**config.mk**
```make
export PLATFORM = sky130hd
export DESIGN_NAME = rmq_front
export DESIGN_NICKNAME = d
export VERILOG_FILES = /design/src/rmq_pkg.sv /design/src/rmq_front.sv
export SDC_FILE = /design/constraint.sdc
export NUM_CORES = 1
export LEC_CHECK = 0
export BUFFER_PORTS_ARGS = -buffer_cell sky130_fd_sc_hd__clkbuf_2
export CAP_MARGIN = 20
export CORE_ASPECT_RATIO = 0.5
export CORE_MARGIN = 2
export CORE_UTILIZATION = 45
export CTS_CLUSTER_DIAMETER = 80
export DETAILED_ROUTE_END_ITERATION = 6
export PLACE_DENSITY = 0.65
export SLEW_MARGIN = 20
export SYNTH_ARGS = -nofsm -noshare
export SYNTH_HDL_FRONTEND = slang
export SYNTH_SLANG_ARGS = --single-unit
```
**constraint.sdc**
```tcl
create_clock -name clk -period 0.8 [get_ports clk]
set_input_delay 0.16 -clock clk [delete_from_list [all_inputs] [get_ports clk]]
set_output_delay 0.16 -clock clk [all_outputs]
set_load 0.005 [all_outputs]
```
**src/rmq_pkg.sv**
```systemverilog
// Package with widths, types and constants shared by the matrix-to-quaternion pipeline.
`timescale 1ns / 1ps
`default_nettype none
package rmq_pkg;

	localparam int DATA_WIDTH = 16;
	localparam int FRAC_BITS  = 14;

	// Trace and square-root argument: sum of three elements plus one.
	localparam int SUM_W   = DATA_WIDTH + 2;
	localparam int ARG_W   = SUM_W - 1;
	// Radicand is the argument scaled by the fraction bits, padded to an even width.
	localparam int RAD_W   = ARG_W + FRAC_BITS;
	localparam int ROOT_W  = (RAD_W + 1) / 2;
	localparam int SQ_IN_W = 2 * ROOT_W;
	// Off-diagonal sums and differences.
	localparam int DIFF_W  = DATA_WIDTH + 1;
	localparam int MAG_W   = DIFF_W;
	// Divider: denominator is 2r, numerator is |d| scaled plus r.
	localparam int DEN_W   = ROOT_W + 1;
	localparam int NUM_W   = MAG_W + FRAC_BITS;
	localparam int QBITS   = DATA_WIDTH + 1;

	localparam int ONE     = 1 << FRAC_BITS;
	localparam int MAXPOS  = (1 << (DATA_WIDTH - 1)) - 1;
	localparam int LATENCY = 3 + ROOT_W + QBITS;

	typedef enum logic [1:0] {
		BR_TRACE = 2'd0,
		BR_X     = 2'd1,
		BR_Y     = 2'd2,
		BR_Z     = 2'd3
	} branch_t;

	typedef struct packed {
		logic             neg;
		logic [MAG_W-1:0] mag;
	} lane_t;

	typedef struct packed {
		branch_t         br;
		logic            degen;
		lane_t [2:0]     lane;
	} sq_side_t;

	typedef struct packed {
		logic             neg;
		logic             ovf;
		logic [DEN_W-1:0] rem;
		logic [QBITS-1:0] num;
		logic [QBITS-1:0] quo;
	} div_lane_t;

	typedef struct packed {
		branch_t           br;
		logic              degen;
		logic [ROOT_W-1:0] big;
		logic [DEN_W-1:0]  den;
	} div_side_t;

endpackage
`default_nettype wire

```
**src/rmq_front.sv**
```systemverilog
// Input stage: trace, branch choice, square-root argument and off-diagonal terms.
`timescale 1ns / 1ps
`default_nettype none
module rmq_front (
	input  wire logic                                  clk,
	input  wire logic                                  arst_n,
	input  wire logic                                  in_valid,
	input  wire logic signed [rmq_pkg::DATA_WIDTH-1:0] m00,
	input  wire logic signed [rmq_pkg::DATA_WIDTH-1:0] m01,
	input  wire logic signed [rmq_pkg::DATA_WIDTH-1:0] m02,
	input  wire logic signed [rmq_pkg::DATA_WIDTH-1:0] m10,
	input  wire logic signed [rmq_pkg::DATA_WIDTH-1:0] m11,
	input  wire logic signed [rmq_pkg::DATA_WIDTH-1:0] m12,
	input  wire logic signed [rmq_pkg::DATA_WIDTH-1:0] m20,
	input  wire logic signed [rmq_pkg::DATA_WIDTH-1:0] m21,
	input  wire logic signed [rmq_pkg::DATA_WIDTH-1:0] m22,
	output logic                                       valid_q,
	output logic [rmq_pkg::SQ_IN_W-1:0]                rad_q,
	output rmq_pkg::sq_side_t                          side_q
);

	function automatic rmq_pkg::lane_t make_lane(
		input logic signed [rmq_pkg::DATA_WIDTH-1:0] a,
		input logic signed [rmq_pkg::DATA_WIDTH-1:0] b,
		input logic                                  sub
	);
		logic signed [rmq_pkg::DIFF_W-1:0] d;
		rmq_pkg::lane_t                    l;
		d = sub ? (rmq_pkg::DIFF_W'(a) - rmq_pkg::DIFF_W'(b))
		        : (rmq_pkg::DIFF_W'(a) + rmq_pkg::DIFF_W'(b));
		l.neg = d[rmq_pkg::DIFF_W-1];
		l.mag = l.neg ? rmq_pkg::MAG_W'(-d) : rmq_pkg::MAG_W'(d);
		return l;
	endfunction

	logic signed [rmq_pkg::SUM_W-1:0] a00, a11, a22, one_s, trace, arg;
	logic [rmq_pkg::ARG_W-1:0]        arg_u;
	rmq_pkg::sq_side_t                side_d;

	always_comb begin
		a00   = rmq_pkg::SUM_W'(m00);
		a11   = rmq_pkg::SUM_W'(m11);
		a22   = rmq_pkg::SUM_W'(m22);
		one_s = rmq_pkg::SUM_W'(rmq_pkg::ONE);
		trace = a00 + a11 + a22;
		side_d.degen = 1'b0;
		if (trace > 0) begin
			side_d.br      = rmq_pkg::BR_TRACE;
			arg            = trace + one_s;
			side_d.lane[0] = make_lane(m21, m12, 1'b1);
			side_d.lane[1] = make_lane(m02, m20, 1'b1);
			side_d.lane[2] = make_lane(m10, m01, 1'b1);
		end else if (m00 > m11 && m00 > m22) begin
			side_d.br      = rmq_pkg::BR_X;
			arg            = one_s + a00 - a11 - a22;
			side_d.lane[0] = make_lane(m21, m12, 1'b1);
			side_d.lane[1] = make_lane(m01, m10, 1'b0);
			side_d.lane[2] = make_lane(m02, m20, 1'b0);
		end else if (m11 > m22) begin
			side_d.br      = rmq_pkg::BR_Y;
			arg            = one_s + a11 - a00 - a22;
			side_d.lane[0] = make_lane(m02, m20, 1'b1);
			side_d.lane[1] = make_lane(m01, m10, 1'b0);
			side_d.lane[2] = make_lane(m12, m21, 1'b0);
		end else begin
			side_d.br      = rmq_pkg::BR_Z;
			arg            = one_s + a22 - a00 - a11;
			side_d.lane[0] = make_lane(m10, m01, 1'b1);
			side_d.lane[1] = make_lane(m02, m20, 1'b0);
			side_d.lane[2] = make_lane(m12, m21, 1'b0);
		end
		// An argument at or below zero is clamped to one LSB.
		if (arg <= 0) begin
			side_d.degen = 1'b1;
			arg          = rmq_pkg::SUM_W'(1);
		end
		arg_u = arg[rmq_pkg::ARG_W-1:0];
	end

	always_ff @(posedge clk or negedge arst_n) begin
		if (!arst_n) begin
			valid_q <= 1'b0;
		end else begin
			valid_q <= in_valid;
		end
	end

	always_ff @(posedge clk) begin
		rad_q  <= rmq_pkg::SQ_IN_W'(arg_u) << rmq_pkg::FRAC_BITS;
		side_q <= side_d;
	end

endmodule
`default_nettype wire

```
==> impl_results.md <==
* GPL Wtd Cong at 0.978
* Unrepaired setup endpoints after global routing: true
* Syn avg cell area at approximately 8 µm²
* Seq/Total Area, Yosys at under 10%
* Crit start category: input pin
* Most frequent cell after synthesis: ha_1
* Crit path kind: in2reg
* Largest family of logic cells by synthesized area: adder cells
* Post-Synth Simple-Gate Area at 20.7%
* Max Cap Viol at 0
* Dpl ws at -3.37 ns
* Largest net degree at the start of global routing at 41
* Number of diodes at 0
* Crit path from: m22[2]
* Vias/cell at about 5.5
* Total wire length at ~68 mm
* CTS Buffer Depth at 2
* Most used flip-flop cell after synthesis: dfxtp_1
* Post-route minimum period at ~4 ns
* Area share of the largest cell type after synthesis at 21.1%
* Leak at 13.7 nW
* Ys Warns at 0
* Setup crit end kind: register
* Crit Path Max Fanout at 6
* Slew Viols, Final at 0
* Crit path arrival time at between 4 and 5 ns
* Mux cell area share after synthesis at between 2 and 2.5%
* Status: finished, violations left
* GRT Util Overall at a little under a third
* Final Util at 71.4%
* Clock Tree Root: clkbuf_16
* Sequential power share at between 10 and 15%
* Area grow syn2layout at 56.9%
* First-pass detailed-route iteration total at 5
* Post-Syn Instances at between 2,000 and 2,500
* Sw Ratio at 44.8%
* Design Area, Final at 27,600 µm²
* Post-DP HPWL at roughly 55 mm
* Setup Viol. Count Final at approximately 150
* Grt total ovfl at 0
* Failing checks: setup timing
* Synthesized area at about 18,000 µm²
* WL per Instance at around 18 µm
* Max H-tree Level at 3
* Initial Util at about 45%
* Synth top cells by count: ha_1 (297), inv_1 (219), nor2_1 (201), a21oi_1 (131), nand2_1 (130)
* Worst Hold Class: in2async
* Xor/xnor share of the synthesized area at 8.98%
* CTS tree: built
* First-pass GRT wire length at between 100 and 150 mm
* Die H at 144 µm
* DRC Markers at 0
* Worst path slowest cell: or4b_4
* Cts bufs inserted at 9
* Ys async rst share at between 1 and 1.5%
* Req. time, crit path at between 1 and 1.5 ns
* Yosys reg bits at 75
* Post-synth EDFFs at 0
* IO Port Bufs at 221
* M2 GR Usage at 56.4%
* Share of layout cells above drive strength 1 at roughly 43%
* Setup TNS at -229.86 ns
* Drt first-iter violations at 1,683
* Internal power at approximately 30 mW
* Post-DRT Antenna Nets at 0
* Endpoints failing hold at 0
* IO Count at 237
* Core Rows at between 50 and 60
* Final hold slack at about 0.11 ns
* Largest cells by area after synthesis: ha_1 (21%), fa_1 (8.9%), dfxtp_1 (8.4%), xnor2_1 (6.2%), inv_1 (4.7%)
* Final WS setup at -3.09 ns
* CP max stage delay at about 0.55 ns
* Via count at between 20,000 and 25,000
* CORE AREA at slightly below 40,000 µm²
* Vias in the first global route at 20,181
* CTS sink count at between 70 and 80
* Adder-Cell Fraction of Synth Area at approximately 30%
* Cell mode on critical path: buf_4
* Initial antenna violation count at 0
* Highest clock rate at about 260 MHz
* Die Area at between 40,000 and 50,000 µm²
* Crit share post-route at 486%
* Logic pwr share at approximately 78%
* Die width at roughly 280 µm
* Synth cell types at 97
* Placed instance area at approximately 26,000 µm²
* Max-Slew Margin vs Limit at about 30%
* Met3 Use GR at under 10%
* Actual slew at the worst max-slew pin at slightly above 1 ns
* Crit-path cells: buf_8 -> fa_2 -> buf_6 -> ha_4 -> nand3_4 -> a211oi_4 -> a211oi_2 -> buf_4 -> o311a_4 -> nor2_2 -> xnor2_1 -> ha_2 -> or4b_4 -> nand2_8 -> buf_4 -> clkbuf_16 -> o211ai_1 -> a21oi_1
* PwrDens at 1960 nW/µm²
* Gr busiest metal: met2
* Max IR drop VDD at 0.00138 V
* Area leader, netlist: ha_1
* Synth Area in Compound Gates at approximately 22%
* Critical path buffers and inverters at 5
* Psw at around 24 mW
* Met1 usage at 38.6%
* Cell family with most CP delay: compound AO/OA/AOI/OAI gates
* Clk pwr share at around 8.4%
* Clock-pin slew of the registers on the worst-case setup and hold paths at around 0.06 ns
* Post-layout net count at between 3,000 and 4,000
-- through the flow --
step                cells  total power [mW]
floorplan            2273              24.4
global route         3845              57.1
detailed placement   3791              42.8
global placement     3791              42.2
CTS                  3824              49.3
finish               3845              54.2
-- sequential cells by signal, indices dropped and copies added, names as in the netlist --
register	count
side_q	57
valid_q	1
rad_q	17
-- power by group through the flow --
stage / registers, mW / clock network [mW] / logic [mW]
6_report: 7.50 / 4.56 / 42.1
5_1_grt: 7.41 / 4.70 / 45.0
4_1_cts: 7.32 / 4.52 / 37.5
3_5_place_dp: 7.03 / 0 / 35.7
3_3_place_gp: 7.08 / 0 / 35.1
2_1_floorplan: 6.29 / 0 / 18.1
-- path summary, 6_finish.rpt --
kind	depth (start not counted)	slack [ns]	to
setup / recovery	18	-3.09	rad_q[20]$_SDFF_PP0_
hold / removal	2	0.11	valid_q$_DFF_PN0_
max in group asynchronous	2	0.60	valid_q$_DFF_PN0_
min in group clk	4	0.34	side_q[18]$_DFF_P_
-- cells in the final DEF (no fill, tap or decap), drive strengths merged, types with 16 or more instances in the layout --
master / n
buf: 916
ha: 297
inv: 221
nor2: 204
clkbuf: 204
nand2: 132
a21oi: 131
xnor2: 125
o21ai: 92
fa: 78
dfxtp: 74
nor3: 67
nand3: 55
xor2: 54
a31oi: 42
a211oi: 39
mux2i: 38
o211ai: 33
nand2b: 29
or3: 27
a21o: 26
nor2b: 24
and3: 24
nor4: 24
o21a: 23
and2: 22
o31ai: 21
nor4b: 16
-- per-layer routing --
layer	vias to the layer above	routed length [µm]
li1	10117	-
met1	10052	27500
met4	0	2940
met2	767	33300
met5	-	0
met3	177	4160
-- cell type report --
class                           count  area (µm²)
Inverter                          221         841
Fill cell                        3078       11100
Clock buffer                        9         225
Timing Repair Buffer             1113        8300
Sequential cell                    75        1600
Tap cell                          530         663
Multi-Input combinational cell   1890       15900
Clock inverter                      7        98.8
-- cells by family (layout without fill, tap and decap cells) --
family / after synthesis / count (layout)
AND/OR/NAND/NOR: 709 / 711
AO/OA/AOI/OAI: 567 / 568
adder cells (fa/ha/maj): 375 / 375
buffers and inverters: 311 / 1350
XOR/XNOR: 179 / 179
flip-flops: 75 / 75
multiplexers: 42 / 42
other: 1 / 15
-- timing repair --
| item | in CTS | in global routing |
|---|---|---|
| setup endpoints to repair | 149 | 149 |
| pin swaps | 40 | 55 |
| endpoints found under the hold margin | 2 | 0 |
| hold buffers | 2 | 0 |
| cloned | 1 | 6 |
| resized for setup | 165 | 157 |
| buffers inserted | 14 | 18 |
(Power assumes the default switching activity.)
