File: src/rmq_pkg.sv
// Package with widths, types and constants shared by the matrix-to-quaternion pipeline.
`timescale 1ns / 1ps
`default_nettype none
package rmq_pkg;

	localparam int DATA_WIDTH = 16;
	localparam int FRAC_BITS  = 14;

	// Trace and square-root argument: sum of three elements plus one.
	localparam int SUM_W   = DATA_WIDTH + 2;
	localparam int ARG_W   = SUM_W - 1;
	// Radicand is the argument scaled by the fraction bits, padded to an even width.
	localparam int RAD_W   = ARG_W + FRAC_BITS;
	localparam int ROOT_W  = (RAD_W + 1) / 2;
	localparam int SQ_IN_W = 2 * ROOT_W;
	// Off-diagonal sums and differences.
	localparam int DIFF_W  = DATA_WIDTH + 1;
	localparam int MAG_W   = DIFF_W;
	// Divider: denominator is 2r, numerator is |d| scaled plus r.
	localparam int DEN_W   = ROOT_W + 1;
	localparam int NUM_W   = MAG_W + FRAC_BITS;
	localparam int QBITS   = DATA_WIDTH + 1;

	localparam int ONE     = 1 << FRAC_BITS;
	localparam int MAXPOS  = (1 << (DATA_WIDTH - 1)) - 1;
	localparam int LATENCY = 3 + ROOT_W + QBITS;

	typedef enum logic [1:0] {
		BR_TRACE = 2'd0,
		BR_X     = 2'd1,
		BR_Y     = 2'd2,
		BR_Z     = 2'd3
	} branch_t;

	typedef struct packed {
		logic             neg;
		logic [MAG_W-1:0] mag;
	} lane_t;

	typedef struct packed {
		branch_t         br;
		logic            degen;
		lane_t [2:0]     lane;
	} sq_side_t;

	typedef struct packed {
		logic             neg;
		logic             ovf;
		logic [DEN_W-1:0] rem;
		logic [QBITS-1:0] num;
		logic [QBITS-1:0] quo;
	} div_lane_t;

	typedef struct packed {
		branch_t           br;
		logic              degen;
		logic [ROOT_W-1:0] big;
		logic [DEN_W-1:0]  den;
	} div_side_t;

endpackage
`default_nettype wire

File: src/rmq_sqrt_cell.sv
// One cell of the square-root chain: resolves one root bit from two radicand bits.
`timescale 1ns / 1ps
`default_nettype none
module rmq_sqrt_cell (
	input  wire logic                         clk,
	input  wire logic                         arst_n,
	input  wire logic                         valid,
	input  wire logic [rmq_pkg::SQ_IN_W-1:0]  rad,
	input  wire logic [rmq_pkg::ROOT_W:0]     rem,
	input  wire logic [rmq_pkg::ROOT_W-1:0]   root,
	input  wire rmq_pkg::sq_side_t            side,
	output logic                              valid_q,
	output logic [rmq_pkg::SQ_IN_W-1:0]       rad_q,
	output logic [rmq_pkg::ROOT_W:0]          rem_q,
	output logic [rmq_pkg::ROOT_W-1:0]        root_q,
	output rmq_pkg::sq_side_t                 side_q
);

	logic [rmq_pkg::ROOT_W+2:0] t, trial, diff;
	logic                       ge;

	always_comb begin
		t     = {rem, rad[rmq_pkg::SQ_IN_W-1 -: 2]};
		trial = {1'b0, root, 2'b01};
		diff  = t - trial;
		ge    = (t >= trial);
	end

	always_ff @(posedge clk or negedge arst_n) begin
		if (!arst_n) begin
			valid_q <= 1'b0;
		end else begin
			valid_q <= valid;
		end
	end

	always_ff @(posedge clk) begin
		rad_q  <= rad << 2;
		rem_q  <= ge ? diff[rmq_pkg::ROOT_W:0] : t[rmq_pkg::ROOT_W:0];
		root_q <= {root[rmq_pkg::ROOT_W-2:0], ge};
		side_q <= side;
	end

endmodule
`default_nettype wire

File: config.mk
export PLATFORM = sky130hd
export DESIGN_NAME = rmq_sqrt_cell
export DESIGN_NICKNAME = d
export VERILOG_FILES = /design/src/rmq_pkg.sv /design/src/rmq_sqrt_cell.sv
export SDC_FILE = /design/constraint.sdc
export NUM_CORES = 1
export LEC_CHECK = 0
export BUFFER_PORTS_ARGS = -buffer_cell sky130_fd_sc_hd__buf_2
export CAP_MARGIN = 20
export CORE_ASPECT_RATIO = 1.2
export CORE_MARGIN = 8
export CORE_UTILIZATION = 40
export CTS_CLUSTER_SIZE = 30
export DETAILED_ROUTE_END_ITERATION = 8
export MAX_ROUTING_LAYER = met4
export PLACE_DENSITY = 0.79
export RECOVER_POWER = 100
export SLEW_MARGIN = 20
export SYNTH_ARGS = -nofsm -noshare
export SYNTH_HDL_FRONTEND = slang
export SYNTH_SLANG_ARGS = --single-unit
File: constraint.sdc
create_clock -name clk -period 0.8 [get_ports clk]
set_clock_uncertainty 0.2 [all_clocks]
set_input_delay 0.12 -clock clk [delete_from_list [all_inputs] [get_ports clk]]
set_output_delay 0.12 -clock clk [all_outputs]
set_load 0.02 [all_outputs]
==> impl_metrics.ini, run 1 <==
[drt]
via_per_inst = 5.82
vias = 4891
drt_wl_total_um = 29000
wl_per_cell_um = 34.6
drcViolationCount = 0
antenna_left = 0
drt-initial-drc-count = 569
dr.pass1.iters = 6

[place]
hpwl_um = 10500
placed_cell_area_sq_um = 5420
placed_cells = 678
port_buffers = 245
place_ws_ps = -1560
routabilityCongestion = 0.916

[sta]
fmax_mhz = 430
hold_violations = 15
min_period_ps = 2320
rsz0062_at_grt = true
maxSlewViolCount = 0
fin_hold_ws_ps = -350
setup_viol = 139
min_period_over_period_pct = 291
setup_slack_ps = -1520

[min_path]
hold_path_depth = 2
holdCritPathClass = in2reg
hp-start = rem[7]
holdPathEnd = rem_q[9]

[grt]
grt_pass1_wl_um = 34900
gr-usage-all-layers_pct = 41.7
grt_pass1_vias = 4812
antenna_found_initial = 4
grt_max_degree = 17
grt_overflow_total = 0

[synthesis]
synth-edff-count = 0
synth_top_family_by_area = compound AO/OA/AOI/OAI gates
synthAdderAreaFrac_pct = 6.30
ys_types = 42
syn_inst = 272
synth_top_cell_area_share_pct = 67.2
synth.area.top_cells = dfxtp_1 67%, ha_1 6.3%, mux2_2 2.8%
synthesis.area_sq_um = 3580
synth_warnings = 0
ys_ff_latch = 121
synth_ff_type = dfxtp_1
synth-xor-area-share_pct = 3.43
synthArstFlopShare_pct = 0.826
synth_compound_area_share_pct = 8.85
synth_area_leader_cell = dfxtp_1
syn_avg_cell_area_sq_um = 13.1
synthSimpleGateAreaFrac_pct = 4.34
synth_mux_area_share_pct = 5.91
seq_area_frac_synth_pct = 67.9

[floorplan]
num_rows = 38
core_area_sq_um = 8890
io_pins = 248
dieArea_sq_um = 12200
fp.dieW_um = 102
start_util_pct = 40.2
die_y_um = 120

[layout]
final_cell_area_sq_um = 8310
area_growth_pct = 132
layout.cells.non_filler = 840
nets = 844
drive_gt1_share_pct = 66.4
fillCellCount = 259

[setup_path]
startpoint_type = input pin
cp-end-kind = register
critPathMaxFanout = 6
crit_family = compound AO/OA/AOI/OAI gates
path_buf_inv = 4
crit_top_cell = buf_4
slowest_delay_ps = 380
crit_slowest_cell = o41ai_2
crit_arrival_ps = 2510
path_cells = buf_8 > clkinvlp_4 > ha_4 > o21ai_0 > nor2_1 > buf_4 > o41ai_2 > buf_4 > mux2_2 > o211ai_1 > mux2i_4
critPathKind = in2reg
required_ps = 990

[pwr]
power_per_cell_area_nw_per_um2 = 2390
leakage_nw = 3.78
ir_drop_mv = 2.30

[run_status]
status = finished with violations
violations = hold timing, setup timing

[cts]
clk_pin_slew_ps = 60
cts_buffer_depth = 2
cts_tree = done
cts_sinks = 121
cts_buffers = 17
cts-root-buf = clkbuf_8
htreeDepth = 4

[flow_run]
cap_violations = 0
[how the worst max path moves through the flow]
stage / from / endpoint / slack (ps) / cells past startpoint
finish: root[4] / rem_q[14] / -1520 / 11
global route: root[4] / rem_q[14] / -1480 / 11
CTS: root[8] / rem_q[12] / -910 / 11
detailed placement: root[11] / rem_q[5] / -1560 / 10
global placement: root[11] / rem_q[6] / -1520 / 10
floorplan: root[11] / rem_q[10] / -1360 / 9
[where the power goes]
part	total, mW	switching (mW)	internal [mW]	leakage [nW]
sequential	6.93	0.338	6.59	1.02
clock	7.98	3.28	4.70	0.277
combinational	4.95	2.49	2.47	2.48
total	19.9	6.10	13.8	3.78
[sequential cells by signal (all words and copies together) (netlist names)]
| name | flops |
|---|---|
| rem_q | 17 |
| root_q | 16 |
| side_q | 57 |
| valid_q | 1 |
| rad_q | 30 |
[cell families (layout without fill, tap and decap cells)]
family | count (synthesis) | count (layout)
buffers and inverters | 24 | 465
other | 1 | 8
XOR/XNOR | 14 | 14
flip-flops | 121 | 121
multiplexers | 17 | 17
AO/OA/AOI/OAI | 46 | 46
AND/OR/NAND/NOR | 31 | 31
adder cells (fa/ha/maj) | 18 | 18
[routing by layer]
metal	GRT usage, %	vias up	routed length, um
li1	-	1795	-
met1	45.1	2285	10100
met2	64.3	580	13000
met3	14.6	231	3690
met4	24.9	0	2290
met5	-	-	0
[per-stage QoR]
step           power, mW  setup TNS [ps]  utilization, %
2_1_floorplan       8.29          -22580               -
3_3_place_gp        9.49          -26050            60.9
3_5_place_dp        9.57          -26540            60.9
4_1_cts             18.4          -74730            93.2
5_1_grt             20.0          -87300            93.4
6_report            19.9          -85630            93.4
[timing repair]
action / in CTS / in global routing
buffers inserted: 13 / 5
gates cloned: 1 / 0
setup endpoints to repair: 139 / 139
hold buffers: 104 / 2
endpoints found under the hold margin: 121 / 17
pin swaps: 20 / 8
gates resized for setup: 416 / 12
[cell usage in the layout, fill, tap and decap left out, types with 3 or more instances in the layout]
cell type      synthesis  routed
buf_6                  0     132
dfxtp_2                0     120
dlygate4sd3_1          0     106
buf_2                  0      73
buf_4                  2      53
clkbuf_1               0      44
clkbuf_16              0      16
mux2_4                 6      13
ha_4                   0      13
inv_2                  0      10
inv_1                 21       9
a21oi_1               14       9
nor2_1                10       9
xnor2_1                8       7
diode_2                0       6
xor2_1                 6       6
o21ai_0                7       5
ha_1                  18       5
clkinvlp_4             0       4
a21oi_2                1       4
a21o_1                 4       4
clkbuf_8               0       4
buf_8                  0       4
nand2_1                6       3
clkinv_4               0       3
[synth_stat cells (2+ instances only)]
master / instances
mux2_2: 9
a211oi_1: 3
o21bai_1: 2
and3_1: 2
mux2_4: 6
xor2_1: 6
nand4_1: 2
buf_4: 2
and2_1: 2
nor2_1: 10
nand2_1: 6
ha_1: 18
a21oi_1: 14
dfxtp_1: 120
mux2i_1: 2
o211ai_1: 2
a21o_1: 4
xnor2_1: 8
or3_1: 3
o21ai_0: 7
a311o_1: 2
o21a_1: 2
inv_1: 21
[cell type report]
cell class	count	area, sq um	share of cell area (%)
repair buffers	412	3540	42.6
diodes	6	15.0	0.181
flip-flops and latches	121	2580	31.0
inverters	21	95.1	1.14
well taps	120	150	1.81
clock buffers	22	463	5.57
clock inverters	10	119	1.43
multi-input cells	128	1350	16.2
No activity file was read; power rests on OpenSTA's default activity.
==> run 2, diff against run 1 <==
--- a/config.mk
+++ b/config.mk
@@ -5,11 +5,12 @@
 export SDC_FILE = /design/constraint.sdc
 export NUM_CORES = 1
 export LEC_CHECK = 0
-export BUFFER_PORTS_ARGS = -buffer_cell sky130_fd_sc_hd__buf_2
+export BUFFER_PORTS_ARGS = -buffer_cell sky130_fd_sc_hd__clkbuf_2
 export CAP_MARGIN = 20
 export CORE_ASPECT_RATIO = 1.2
 export CORE_MARGIN = 8
 export CORE_UTILIZATION = 40
+export CTS_BUF_LIST = sky130_fd_sc_hd__clkbuf_16
 export CTS_CLUSTER_SIZE = 30
 export DETAILED_ROUTE_END_ITERATION = 8
 export MAX_ROUTING_LAYER = met4
==> constraint.sdc (replaced) <==
create_clock -name clk -period 0.8 [get_ports clk]
set_clock_uncertainty 0.2 [all_clocks]
set_input_delay 0.12 -clock clk [delete_from_list [all_inputs] [get_ports clk]]
set_output_delay 0.12 -clock clk [all_outputs]
set_load 0.1 [all_outputs]
==> run 2 against run 1 <==
  * The flow now stops in clock tree synthesis
  * Synthesized area did not move
  * Synthesized cell count unchanged
==> impl_metrics.ini, run 2 <==
[synthesis]
seq_area_frac_synth_pct = 67.9
syn_avg_cell_area_sq_um = 13.1
syn_inst = 272
synth-edff-count = 0
ys_ff_latch = 121
synth_common_cells = 120 x dfxtp_1, 21 x inv_1, 18 x ha_1
synth_ff_type = dfxtp_1
synth_area_leader_cell = dfxtp_1
yosysMostFrequentCell = dfxtp_1
synthArstFlopShare_pct = 0.826
synthesis.area_sq_um = 3580
ys_types = 42
synth_top_cell_area_share_pct = 67.2
synth_warnings = 0
synth.area.top_cells = dfxtp_1 67%, ha_1 6.3%, mux2_2 2.8%

[floorplan]
num_rows = 38
die_y_um = 120
io_pins = 248
start_util_pct = 40.2
fp.dieW_um = 102

[place]
routabilityCongestion = 0.956
place_ws_ps = -1650
port_buffers = 245
hpwl_um = 14500

[cts]
htreeDepth = 4
postCtsHoldBufs = 104
cts_sinks = 121
cts-root-buf = clkbuf_16
cts_resized = 48
post_cts.repair.setup_buffers = 7
cts_buffer_depth = 2
cts_buffers = 17

[run_status]
haltStage = clock tree synthesis
status = stopped before the end
error_line = [ERROR DPL-0038] Utilization greater than 100%, impossible to legalize
-- run 2: logic make-up after synthesis --
group,share of synthesized area (%)
AOI/OAI and AO/OA,8.85
buffers and inverters,3.18
xor gates and xnor gates,3.43
and+or+nand+nor,4.34
DFF,67.9
adders and majority gates,6.30
other,0.105
muxes,5.91
-- run 2: stage by stage --
| step | utilization (%) | instances | instance area, sq um |
|---|---|---|---|
| 2_1_floorplan | - | 273 | 4180 |
| 3_3_place_gp | 86.5 | 682 | 7690 |
| 3_5_place_dp | 86.5 | 682 | 7690 |
==> run 3, diff against run 2 <==
--- a/config.mk
+++ b/config.mk
@@ -7,14 +7,10 @@
 export LEC_CHECK = 0
 export BUFFER_PORTS_ARGS = -buffer_cell sky130_fd_sc_hd__clkbuf_2
 export CAP_MARGIN = 20
-export CORE_ASPECT_RATIO = 1.2
 export CORE_MARGIN = 8
 export CORE_UTILIZATION = 40
-export CTS_BUF_LIST = sky130_fd_sc_hd__clkbuf_16
-export CTS_CLUSTER_SIZE = 30
 export DETAILED_ROUTE_END_ITERATION = 8
-export MAX_ROUTING_LAYER = met4
-export PLACE_DENSITY = 0.79
+export PLACE_DENSITY_LB_ADDON = 0.15
 export RECOVER_POWER = 100
 export SLEW_MARGIN = 20
 export SYNTH_ARGS = -nofsm -noshare
==> run 3 against run 2 <==
  * The flow again stops in clock tree synthesis
  * Synthesized cell count did not move
  * Synthesized area did not move
==> impl_metrics.ini, run 3 <==
[synthesis]
yosysMostFrequentCell = dfxtp_1
synthArstFlopShare_pct = 0.826
synth_warnings = 0
synth_common_cells = 120 x dfxtp_1, 21 x inv_1, 18 x ha_1
synth_area_leader_cell = dfxtp_1
synth-edff-count = 0
syn_inst = 272
seq_area_frac_synth_pct = 67.9
synth_ff_type = dfxtp_1
synth.area.top_cells = dfxtp_1 67%, ha_1 6.3%, mux2_2 2.8%
syn_avg_cell_area_sq_um = 13.1
ys_types = 42
synth_top_cell_area_share_pct = 67.2
ys_ff_latch = 121
synthesis.area_sq_um = 3580

[run_status]
status = stopped before the end
error_line = [ERROR DPL-0038] Utilization greater than 100%, impossible to legalize
haltStage = clock tree synthesis

[floorplan]
num_rows = 34
fp.dieW_um = 111
start_util_pct = 41.2
die_y_um = 111
io_pins = 248

[cts]
cts_sinks = 121
cts_resized = 28
postCtsHoldBufs = 106
post_cts.repair.setup_buffers = 4
htreeDepth = 4
cts_buffer_depth = 2
cts_buffers = 17
cts-root-buf = clkbuf_8

[place]
port_buffers = 245
placed_cell_area_sq_um = 7650
routabilityCongestion = 0.885
hpwl_um = 13900
-- run 3: cell counts after synthesis --
Identical to the previous run, type by type.
-- run 3: stage by stage --
step | setup TNS, ps | instances | worst slack [ps] | hold slack [ps]
3_5_place_dp | -30040 | 666 | -1570 | -300
3_3_place_gp | -28560 | 666 | -1520 | -304
2_1_floorplan | -27990 | 273 | -1360 | -376
-- run 3: cells by family after synthesis --
group	after synthesis	share of synthesized area, %
DFF	121	67.9
adders and majority gates	18	6.30
muxes	17	5.91
and+or+nand+nor	31	4.34
buffers and inverters	24	3.18
AOI/OAI and AO/OA	46	8.85
other	1	0.105
xor gates and xnor gates	14	3.43
