==> src/rmq_pkg.sv <==
// Package with widths, types and constants shared by the matrix-to-quaternion pipeline.
`timescale 1ns / 1ps
`default_nettype none
package rmq_pkg;

	localparam int DATA_WIDTH = 16;
	localparam int FRAC_BITS  = 14;

	// Trace and square-root argument: sum of three elements plus one.
	localparam int SUM_W   = DATA_WIDTH + 2;
	localparam int ARG_W   = SUM_W - 1;
	// Radicand is the argument scaled by the fraction bits, padded to an even width.
	localparam int RAD_W   = ARG_W + FRAC_BITS;
	localparam int ROOT_W  = (RAD_W + 1) / 2;
	localparam int SQ_IN_W = 2 * ROOT_W;
	// Off-diagonal sums and differences.
	localparam int DIFF_W  = DATA_WIDTH + 1;
	localparam int MAG_W   = DIFF_W;
	// Divider: denominator is 2r, numerator is |d| scaled plus r.
	localparam int DEN_W   = ROOT_W + 1;
	localparam int NUM_W   = MAG_W + FRAC_BITS;
	localparam int QBITS   = DATA_WIDTH + 1;

	localparam int ONE     = 1 << FRAC_BITS;
	localparam int MAXPOS  = (1 << (DATA_WIDTH - 1)) - 1;
	localparam int LATENCY = 3 + ROOT_W + QBITS;

	typedef enum logic [1:0] {
		BR_TRACE = 2'd0,
		BR_X     = 2'd1,
		BR_Y     = 2'd2,
		BR_Z     = 2'd3
	} branch_t;

	typedef struct packed {
		logic             neg;
		logic [MAG_W-1:0] mag;
	} lane_t;

	typedef struct packed {
		branch_t         br;
		logic            degen;
		lane_t [2:0]     lane;
	} sq_side_t;

	typedef struct packed {
		logic             neg;
		logic             ovf;
		logic [DEN_W-1:0] rem;
		logic [QBITS-1:0] num;
		logic [QBITS-1:0] quo;
	} div_lane_t;

	typedef struct packed {
		branch_t           br;
		logic              degen;
		logic [ROOT_W-1:0] big;
		logic [DEN_W-1:0]  den;
	} div_side_t;

endpackage
`default_nettype wire

==> src/rmq_div_cell.sv <==
// One cell of the divider chain: one quotient bit for each of the three lanes.
`timescale 1ns / 1ps
`default_nettype none
module rmq_div_cell (
	input  wire logic                   clk,
	input  wire logic                   arst_n,
	input  wire logic                   valid,
	input  wire rmq_pkg::div_side_t     side,
	input  wire rmq_pkg::div_lane_t [2:0] lanes,
	output logic                        valid_q,
	output rmq_pkg::div_side_t          side_q,
	output rmq_pkg::div_lane_t [2:0]    lanes_q
);

	rmq_pkg::div_lane_t [2:0]   nxt;
	logic [rmq_pkg::DEN_W:0]    t, diff;
	logic                       ge;

	always_comb begin
		nxt  = lanes;
		t    = '0;
		diff = '0;
		ge   = 1'b0;
		for (int j = 0; j < 3; j++) begin
			t    = {lanes[j].rem, lanes[j].num[rmq_pkg::QBITS-1]};
			diff = t - {1'b0, side.den};
			ge   = (t >= {1'b0, side.den});
			nxt[j].rem = ge ? diff[rmq_pkg::DEN_W-1:0] : t[rmq_pkg::DEN_W-1:0];
			nxt[j].num = lanes[j].num << 1;
			nxt[j].quo = {lanes[j].quo[rmq_pkg::QBITS-2:0], ge};
		end
	end

	always_ff @(posedge clk or negedge arst_n) begin
		if (!arst_n) begin
			valid_q <= 1'b0;
		end else begin
			valid_q <= valid;
		end
	end

	always_ff @(posedge clk) begin
		side_q  <= side;
		lanes_q <= nxt;
	end

endmodule
`default_nettype wire

==> config.mk <==
export PLATFORM = sky130hd
export DESIGN_NAME = rmq_div_cell
export DESIGN_NICKNAME = d
export VERILOG_FILES = /design/src/rmq_pkg.sv /design/src/rmq_div_cell.sv
export SDC_FILE = /design/constraint.sdc
export NUM_CORES = 1
export LEC_CHECK = 0
export BUFFER_PORTS_ARGS = -buffer_cell sky130_fd_sc_hd__buf_2
export CORE_ASPECT_RATIO = 0.8
export CORE_MARGIN = 2
export CORE_UTILIZATION = 30
export DETAILED_ROUTE_END_ITERATION = 10
export GPL_ROUTABILITY_DRIVEN = 0
export MAX_ROUTING_LAYER = met4
export SYNTH_ARGS = -nofsm -noshare
export SYNTH_HDL_FRONTEND = slang
export SYNTH_SLANG_ARGS = --single-unit
==> constraint.sdc <==
create_clock -name clk -period 0.8 [get_ports clk]
set_clock_uncertainty 0.1 [all_clocks]
set_input_delay 0.16 -clock clk [delete_from_list [all_inputs] [get_ports clk]]
set_output_delay 0.16 -clock clk [all_outputs]
set_load 0.01 [all_outputs]
==> qor.txt, run 1 <==
unrepaired setup endpoints after global routing = true
Post-synth EDFFs = 0
DRT iter0 DRCs = 336
register area share after synthesis = 0.542
# hold bufs at CTS = 162
maximum vdd drop = 1.29 mV
clk buf depth = 2
library cells used by synthesis = 59
Net Switching = 8.33 mW
Seq cells post-synth = 193
first-pass GRT wire length = 44000 um
hold path depth = 1
layout cells sized above 1 = 0.614
failing checks = negative hold slack, negative setup slack
max frequency = 0.494 GHz
largest area contributor in the netlist = dfxtp_1
Sink Count = 193
Die ar. = 0.0251 sq mm
post-layout min period = 2.02 ns
antenna-violating nets left = 0
row count = 50
status = finished with violations
critical path class = input pin to flop
leakage = 6.96 nW
hpwl dp = 20600 um
number of I/O port buffers = 387
TritonCTS buffer count = 17
Synth area leaders = dfxtp_1 54%, ha_1 8.9%, a21oi_1 3.0%
CTS tree = yes
nets = 1657
share of flip-flops with an asynchronous set or reset = 0.00518
area delta synth->final = 108%
Fin. Hold Viols = 24
Critical Path RT = 1.02 ns
H-Tree Depth = 4
First-pass DRT Iterations = 4
Fin Setup TNS = -122.69 ns
initial antenna violation count = 5
setup violators final = 247
vias in the first global route = 8111
slowest CP cell = fa_2
hold slack = -0.212 ns
Crit path max-delay family = compound AO/OA/AOI/OAI gates
core area = 0.0234 sq mm
top cell type's share of synthesized area = 0.538
GRT Util Overall = 0.237
Die X = 176 um
global route overflow = 0
IO Count = 394
drt total wl = 30700 um
placed instance area = 0.0108 sq mm
Worst Hold Path EP = side_q[0]
Post-Syn Area = 0.00714 sq mm
critical path capture point type = flop
Filler cells = 1824
via count = 7768
period utilization = 2.53
CP startpoint kind = input pin
Yosys Warn Count = 0
CP max stage delay = 0.38 ns
Power Density = 1880 mW/mm^2
average vias per placed instance = 4.47
Post-Syn Area per Cell = 10.9 sq um
routed len/inst = 17.7 um
Vert. Die Dim = 142 um
Worst Path Max Fanout = 2
sw frac = 0.298
Initial Util = 0.305
Post-Place Cells = 1500
critical-path cell list = buf_8 > inv_4 > ha_4 > inv_2 > fa_2 > a21o_1 > a31oi_4 > o31ai_4 > a211oi_4 > buf_4 > a21oi_2 > xor2_1 > mux2_4
Comb pwr share = 0.300
WP data arrival = 2.24 ns
Post-Synthesis Cells = 652
largest net degree at the start of global routing = 21
maxcap violations = 0
ys flop type = dfxtp_1
worst setup margin = -1.22 ns
Worst Hold Class = input pin to flop
clock power share = 0.305
final instance area = 0.0149 sq mm
final cell count without fillers = 1737
clock edge transition at the registers on the reported setup and hold paths = 0.08 ns
# DRC = 0
Pins Over Slew Limit = 0
Clock Root Buffer = clkbuf_16
worst path bufs/invs = 4
Flop pwr share = 0.395
worst hold path startpoint = side[0]
Int Pwr = 19.6 mW
-- placed cells by master, fill, tap and decap left out, types with 10 or more instances in the layout --
cell type,count
buf_2,262
buf_4,171
dlygate4sd3_1,162
buf_6,139
dfxtp_2,115
dfxtp_1,77
ha_1,33
nand2_1,32
a21oi_1,26
xnor2_1,24
a21o_1,21
nor2_1,21
a21oi_2,19
inv_1,18
mux2_4,17
clkbuf_16,17
nand3_1,16
ha_4,16
o21ai_0,12
o21ai_2,12
o21ai_1,11
o21a_1,11
xor2_1,10
-- worst max path at each step --
stage | start | depth (start not counted) | endpoint | slack (ns)
2_1_floorplan | side[1] | 11 | lanes_q[48] | -1.66
3_3_place_gp | side[7] | 10 | lanes_q[50] | -1.76
3_5_place_dp | side[7] | 10 | lanes_q[50] | -1.83
4_1_cts | lanes[139] | 13 | lanes_q[156] | -1.24
5_1_grt | lanes[139] | 13 | lanes_q[156] | -1.28
6_report | lanes[139] | 13 | lanes_q[156] | -1.22
-- metrics by stage --
step / util / worst slack, ns / hold slack (ns) / total power, mW
after floorplan: - / -1.66 / -0.236 / 14.0
after global placement: 0.460 / -1.76 / -0.164 / 17.0
after detailed placement: 0.460 / -1.83 / -0.162 / 17.0
after CTS: 0.606 / -1.24 / -0.234 / 27.5
after global routing: 0.635 / -1.28 / -0.241 / 29.2
final: 0.635 / -1.22 / -0.212 / 28.0
-- per-layer routing --
metal	global-route usage	wire length [um]	vias to the layer above
met1	0.258	12200	3620
met4	0.113	1340	0
met5	-	0	-
met2	0.411	15500	274
met3	0.0553	1710	80
li1	-	-	3794
-- synth_stat cells (all sizes together), types with 3 or more instances --
cell,number
o2111ai,4
a21o,21
mux2i,3
o21ai,37
ha,51
o21bai,6
nor3,10
inv,36
or2,3
and2,3
mux2,18
nand4,8
fa,3
buf,14
nor3b,3
o31ai,8
dfxtp,192
a2111oi,4
o21a,11
nand3,16
a211oi,7
xor2,12
a21oi,46
nand2,39
nor2b,9
nor2,30
a211o,3
xnor2,24
nand2b,5
a31oi,4
-- timing repair --
action | in CTS | in global routing
setup endpoints to repair | 247 | 247
endpoints found under the hold margin | 189 | 27
pin swaps | 38 | 36
resized for setup | 279 | 175
setup buffers | 27 | 14
gates cloned | 3 | 0
-- cell families after synthesis --
group | after synthesis | share of synthesized area
mux | 21 | 0.0331
fa+ha+maj | 54 | 0.0978
flops | 193 | 0.542
simple gates | 133 | 0.0896
xor+xnor | 36 | 0.0442
other cells | 1 | 0.000525
compound gates | 162 | 0.157
buf+inv | 52 | 0.0363
-- sequential cells by signal, summed over array words and instances, names as in the netlist --
signal   count
side_q      36
valid_q      1
lanes_q    156
-- final cells by class --
cell class	instances	area, sq um	share of cell area
Sequential cell	193	4010	0.270
Tap cell	312	390	0.0263
Clock inverter	14	159	0.0107
Antenna cell	7	17.5	0.00118
Clock buffer	18	429	0.0289
Multi-Input combinational cell	410	3680	0.248
Inverter	36	173	0.0116
Timing Repair Buffer	747	6000	0.404
-- power groups by stage --
stage          clock [mW]  combinational, mW  sequential, mW
2_1_floorplan           0               2.50            11.5
3_3_place_gp            0               5.98            11.0
3_5_place_dp            0               6.02            11.0
4_1_cts              8.74               7.78            10.9
5_1_grt              9.13               9.00            11.1
6_report             8.52               8.41            11.0
Note: power is estimated with default switching activity, not from simulation.
==> run 2: changes to the inputs <==
Settings changed: CORE_MARGIN 2 to unset.
==> run 2 against run 1 <==
The run still ends with negative hold slack, negative setup slack left. Count of clock-buffer cells in the layout did not move. Global-route usage is 1.2 points higher. Core utilization is 0.31 points higher. Final cell count shrank 0.46%. Hold slack improved by 0.069 ns. Sequential share of layout area is 0.056 points lower. Die area is 2.5% lower. Cell area grew 0.49%. First-iteration DRC count increased by 12%. Sequential power hardly changed. Via count up 1.7%. Non-clock buffer count shrank 5. Highest routed layer unchanged. Largest power group unchanged.
==> qor.txt, run 2 (same netlist as run 1, synthesis figures left out) <==
hpwl dp = 20700 um (+0.74%)
unrepaired setup endpoints after global routing = true
status = finished with violations
final instance area = 0.0149 sq mm (+0.49%)
Pins Over Slew Limit = 0 (unchanged)
clock power share = 0.302 (-0.003)
vias in the first global route = 8158 (+0.58%)
critical path class = input pin to flop
Worst Path Max Fanout = 6 (+4)
failing checks = negative hold slack, negative setup slack
post-layout util = 0.638 (+0.00310)
Vert. Die Dim = 140 um (-1.4%)
pre-CTS setup slack = -1.87 ns (-0.0447 ns)
row count = 50 (unchanged)
global route overflow = 0 (unchanged)
largest net degree at the start of global routing = 21 (unchanged)
final cell count without fillers = 1729 (-0.46%)
hold slack = -0.143 ns (+0.0692 ns)
nets = 1654 (-0.18%)
clock edge transition at the registers on the reported setup and hold paths = 0.08 ns (about the same)
met1 Track Usage GR = 0.287 (+0.0289)
GRT Util Overall = 0.249 (+0.0117)
Fin Setup TNS = -127.56 ns (-4.87 ns)
# DRC = 0 (unchanged)
Top Usage Layer GRT = met2
Worst Hold Class = input pin to flop
routed len/inst = 18.2 um (+3.3%)
Comb pwr share = 0.305 (+0.005)
maximum vdd drop = 1.40 mV (+8.3%)
Die ar. = 0.0244 sq mm (-2.5%)
critical path capture point type = flop
Int Pwr = 19.7 mW (+0.36%)
Clock Root Buffer = clkbuf_16
first-pass GRT wire length = 44900 um (+2.1%)
First-pass DRT Iterations = 5 (+1)
IO Count = 394 (unchanged)
WP data arrival = 2.33 ns (+0.09 ns)
number of I/O port buffers = 387 (unchanged)
Net Switching = 8.44 mW (+1.3%)
met2 Use GR = 0.407 (-0.00456)
worst setup margin = -1.29 ns (-0.0653 ns)
Critical Path RT = 1.04 ns (+0.02 ns)
CP startpoint kind = input pin
post-layout min period = 2.09 ns (+0.0653 ns)
Filler cells = 1811 (-0.71%)
CTS tree = yes
Reg area = 0.00402 sq mm (+0.28%)
TritonCTS buffer count = 17 (unchanged)
max_slew headroom = 0.504
max reg flops = 156 (unchanged)
area delta synth->final = 109%
Sink Count = 193 (unchanged)
leakage = 6.97 nW (+0.24%)
Flop pwr share = 0.393 (-0.002)
Initial Util = 0.305 (unchanged)
DRT iter0 DRCs = 375 (+12%)
maxcap violations = 0 (unchanged)
sw frac = 0.300 (+0.00206)
period utilization = 2.61 (+0.0816)
Post-Place Cells = 1490 (-0.67%)
worst-margin pin slew = 0.739 ns
clk buf depth = 2 (unchanged)
area of the multi-input gates = 0.00374 sq mm (+1.6%)
core area = 0.0234 sq mm (unchanged)
layout cells sized above 1 = 0.614 (about the same)
initial antenna violation count = 3 (-2)
Pwr Total = 28.2 mW (+0.65%)
setup violators final = 247 (unchanged)
Fin. Hold Viols = 20 (-17%)
via count = 7900 (+1.7%)
Largest regs = lanes_q: 156 flops, side_q: 36 flops, valid_q: 1 flops
placed instance area = 0.0107 sq mm (-1.0%)
largest reg by FF count = lanes_q
most frequent cells in the layout = 259 x buf_2, 169 x dlygate4sd3_1, 156 x buf_4, 144 x buf_6, 121 x dfxtp_2
most common library cell in the layout ignoring fill and taps = buf_2
drt total wl = 31500 um (+2.8%)
max frequency = 0.479 GHz (-3.1%)
met3 usage in global routing = 0.0584 (+0.00307)
Power Density = 1890 mW/mm^2 (+0.17%)
Die X = 174 um (-1.1%)
H-Tree Depth = 4 (unchanged)
antenna-violating nets left = 0 (unchanged)
average vias per placed instance = 4.57 (+2.2%)
-- run 2: changes by cell type in the layout (fill, tap and decap cells not counted), sizes merged --
cell	previous run	this run
diode	7	2
inv	39	40
clkinv	6	5
and2	4	6
dlygate4sd3	162	169
buf	584	572
-- run 2: metal layers --
| metal | part of all wire | up-vias |
|---|---|---|
| met5 | 0 | - |
| met4 | 0.046 | 0 |
| met3 | 0.057 | 87 |
| met2 | 0.50 | 310 |
| met1 | 0.40 | 3709 |
| li1 | - | 3794 |
-- run 2: power by group through the flow --
| stage | Combinational [mW] | Clock, mW | Sequential [mW] |
|---|---|---|---|
| finish | 8.58 | 8.51 | 11.1 |
| global route | 9.13 | 9.20 | 11.2 |
| CTS | 7.77 | 8.73 | 10.9 |
| detailed placement | 5.99 | 0 | 11.0 |
| global placement | 5.93 | 0 | 11.0 |
| floorplan | 2.50 | 0 | 11.5 |
-- run 2: critical path, stage by stage --
cell,delay [ns]
buf_8,0.07
clkinvlp_4,0.19
buf_4,0.21
ha_4,0.21
nor2b_4,0.13
o2111ai_4,0.24
and3_4,0.26
o31ai_4,0.08
o311a_1,0.36
o21a_1,0.21
o31ai_2,0.21
-- run 2: what timing repair did --
item | 4_1_cts | 5_1_grt
gates resized for setup | 272 | 200
setup endpoints to repair | 247 | 248
hold buffers | 167 | 3
buffers inserted | 21 | 14
hold endpoints to repair | 190 | 22
pin swaps | 58 | 32
cloned | 5 | 0
-- run 2: final timing paths --
check | endpoint | depth (start not counted) | slack, ns | startpoint
max | lanes_q[47] | 11 | -1.29 | side[1]
min | lanes_q[150] | 2 | -0.14 | lanes[149]
max in group asynchronous | valid_q | 3 | 0.02 | arst_n
min in group asynchronous | valid_q | 3 | 0.49 | arst_n
-- run 2: cell type report --
cell class	instances	area share
clock inverters	14	0.0106
clock buffers	18	0.0287
diodes	2	0.000335
well taps	312	0.0261
repair buffers	742	0.403
flip-flops and latches	193	0.269
inverters	36	0.0113
multi-input cells	412	0.250
==> run 3: changes to the inputs <==
Settings changed: BUFFER_PORTS_ARGS -buffer_cell sky130_fd_sc_hd__buf_2 to unset, DONT_BUFFER_PORTS set to 1, PLACE_DENSITY set to 0.47.
==> run 3 against run 2 <==
The run still ends with negative hold slack, negative setup slack left. Critical path depth stayed put. Global-route usage is 3.4 points lower. Cell area is 17% lower. First-iteration DRC count is 42% lower. Sequential power is 5% higher. Clock power is 2% lower. Largest power group unchanged. Die area stayed put. Routed wire length is 18% lower.
==> qor.txt, run 3 (same netlist as run 1, synthesis figures left out) <==
nets = 1280 (-23%)
clk buf depth = 2 (unchanged)
area delta synth->final = 73.1%
max reg flops = 156 (unchanged)
via count = 6309 (-20%)
Die ar. = 0.0244 sq mm (unchanged)
first-pass GRT wire length = 38500 um (-14%)
Pwr Total = 25.6 mW (-9.2%)
layout cells sized above 1 = 0.517 (-0.0973)
GRT Util Overall = 0.215 (-0.0342)
Fin. Hold Viols = 8 (-60%)
slowest CP cell = mux2_4
CP max stage delay = 0.30 ns (-0.06 ns)
period utilization = 2.43 (-0.185)
# DRC = 0 (unchanged)
initial antenna violation count = 0 (-3)
Crit path max-delay family = compound AO/OA/AOI/OAI gates
core area = 0.0234 sq mm (unchanged)
DRT iter0 DRCs = 219 (-42%)
worst path bufs/invs = 3 (unchanged)
Sink Count = 193 (unchanged)
First-pass DRT Iterations = 4 (-1)
unrepaired setup endpoints after global routing = true
Largest regs = lanes_q: 156 flops, side_q: 36 flops, valid_q: 1 flops
antenna-violating nets left = 0 (unchanged)
maxcap violations = 0 (unchanged)
setup violators final = 247 (unchanged)
Clock Root Buffer = clkbuf_16
average vias per placed instance = 4.66 (+2.1%)
critical path capture point type = flop
clock edge transition at the registers on the reported setup and hold paths = 0.07 ns (about the same)
drt total wl = 26000 um (-18%)
Die X = 174 um (unchanged)
# hold bufs at CTS = 185 (+11%)
failing checks = negative hold slack, negative setup slack
area of the multi-input gates = 0.00365 sq mm (-2.3%)
largest reg by FF count = lanes_q
max frequency = 0.515 GHz (+7.6%)
ANT cells = 0 (-2)
CP startpoint kind = input pin
most frequent cells in the layout = 185 x dlygate4sd3_1, 178 x dfxtp_2, 164 x buf_4, 37 x nand2_1, 28 x ha_1
number of I/O port buffers = 0 (-100%)
pre-CTS setup slack = -1.72 ns (+0.158 ns)
status = finished with violations
Reg area = 0.00414 sq mm (+2.9%)
leakage = 5.15 nW (-26%)
IO Count = 394 (unchanged)
CTS tree = yes
Pins Over Slew Limit = 0 (unchanged)
Critical Path RT = 1.01 ns (-0.03 ns)
vias in the first global route = 6750 (-17%)
Worst Path Max Fanout = 7 (+1)
Filler cells = 2023 (+12%)
WP data arrival = 2.16 ns (-0.17 ns)
H-Tree Depth = 4 (unchanged)
post-layout util = 0.528 (-0.110)
Power Density = 2070 mW/mm^2 (+9.7%)
critical-path cell list = clkinvlp_4 > buf_12 > ha_4 > a21o_1 > a21o_1 > a21oi_2 > o21ai_2 > o2111ai_4 > and2_4 > buf_12 > mux2_4
worst setup margin = -1.14 ns (+0.148 ns)
row count = 50 (unchanged)
TritonCTS buffer count = 17 (unchanged)
Initial Util = 0.305 (unchanged)
routed len/inst = 19.2 um (+5.3%)
maximum vdd drop = 1.56 mV (+11%)
post-layout min period = 1.94 ns (-0.148 ns)
most common library cell in the layout ignoring fill and taps = dlygate4sd3_1
hpwl dp = 18200 um (-12%)
hold slack = -0.347 ns (-0.204 ns)
largest net degree at the start of global routing = 19 (-9.5%)
Vert. Die Dim = 140 um (unchanged)
global route overflow = 0 (unchanged)
critical path class = input pin to flop
Worst Hold Class = input pin to flop
[run 3: worst paths after layout]
kind | from | endpoint | slack, ns | cells after the start
max in group asynchronous | arst_n | valid_q | 0.11 | 2
setup / recovery | side[7] | lanes_q[45] | -1.14 | 11
min in group asynchronous | arst_n | valid_q | 0.38 | 2
hold / removal | side[0] | side_q[0] | -0.35 | 0
[run 3: area by class of cell]
type                    instances  share of cell area
well taps                     312              0.0316
multi-input cells             410               0.296
clock buffers                  20              0.0378
inverters                      36              0.0169
flip-flops and latches        193               0.335
clock inverters                12             0.00962
repair buffers                370               0.273
[run 3: through the flow]
step	cells	TNS [ns]	hold WS (ns)	area [sq um]
2_1_floorplan	654	-78.19	-0.236	7330
3_3_place_gp	1108	-85.96	-0.235	8780
3_5_place_dp	1108	-87.31	-0.235	8780
4_1_cts	1350	-106.02	-0.374	12200
5_1_grt	1353	-111.94	-0.377	12400
6_report	1353	-100.94	-0.347	12400
[run 3: report_power, final]
group	internal (mW)	switching, mW	total [mW]
Sequential	10.7	0.923	11.7
Combinational	3.18	2.38	5.57
Clock	4.37	3.96	8.33
Total	18.3	7.27	25.6
[run 3: repair_timing]
item / 4_1_cts / 5_1_grt
cloned: 1 / 0
endpoints found under the hold margin: 191 / 8
pin swaps: 40 / 13
setup endpoints to repair: 247 / 247
buffers inserted: 25 / 7
resized for setup: 314 / 38
[run 3: per-layer routing]
layer | global-route usage | part of all wire | up-vias
li1 | - | - | 3034
met1 | 0.251 | 0.43 | 2986
met2 | 0.367 | 0.50 | 264
met3 | 0.0543 | 0.058 | 25
met4 | 0.0559 | 0.015 | 0
met5 | - | 0 | -
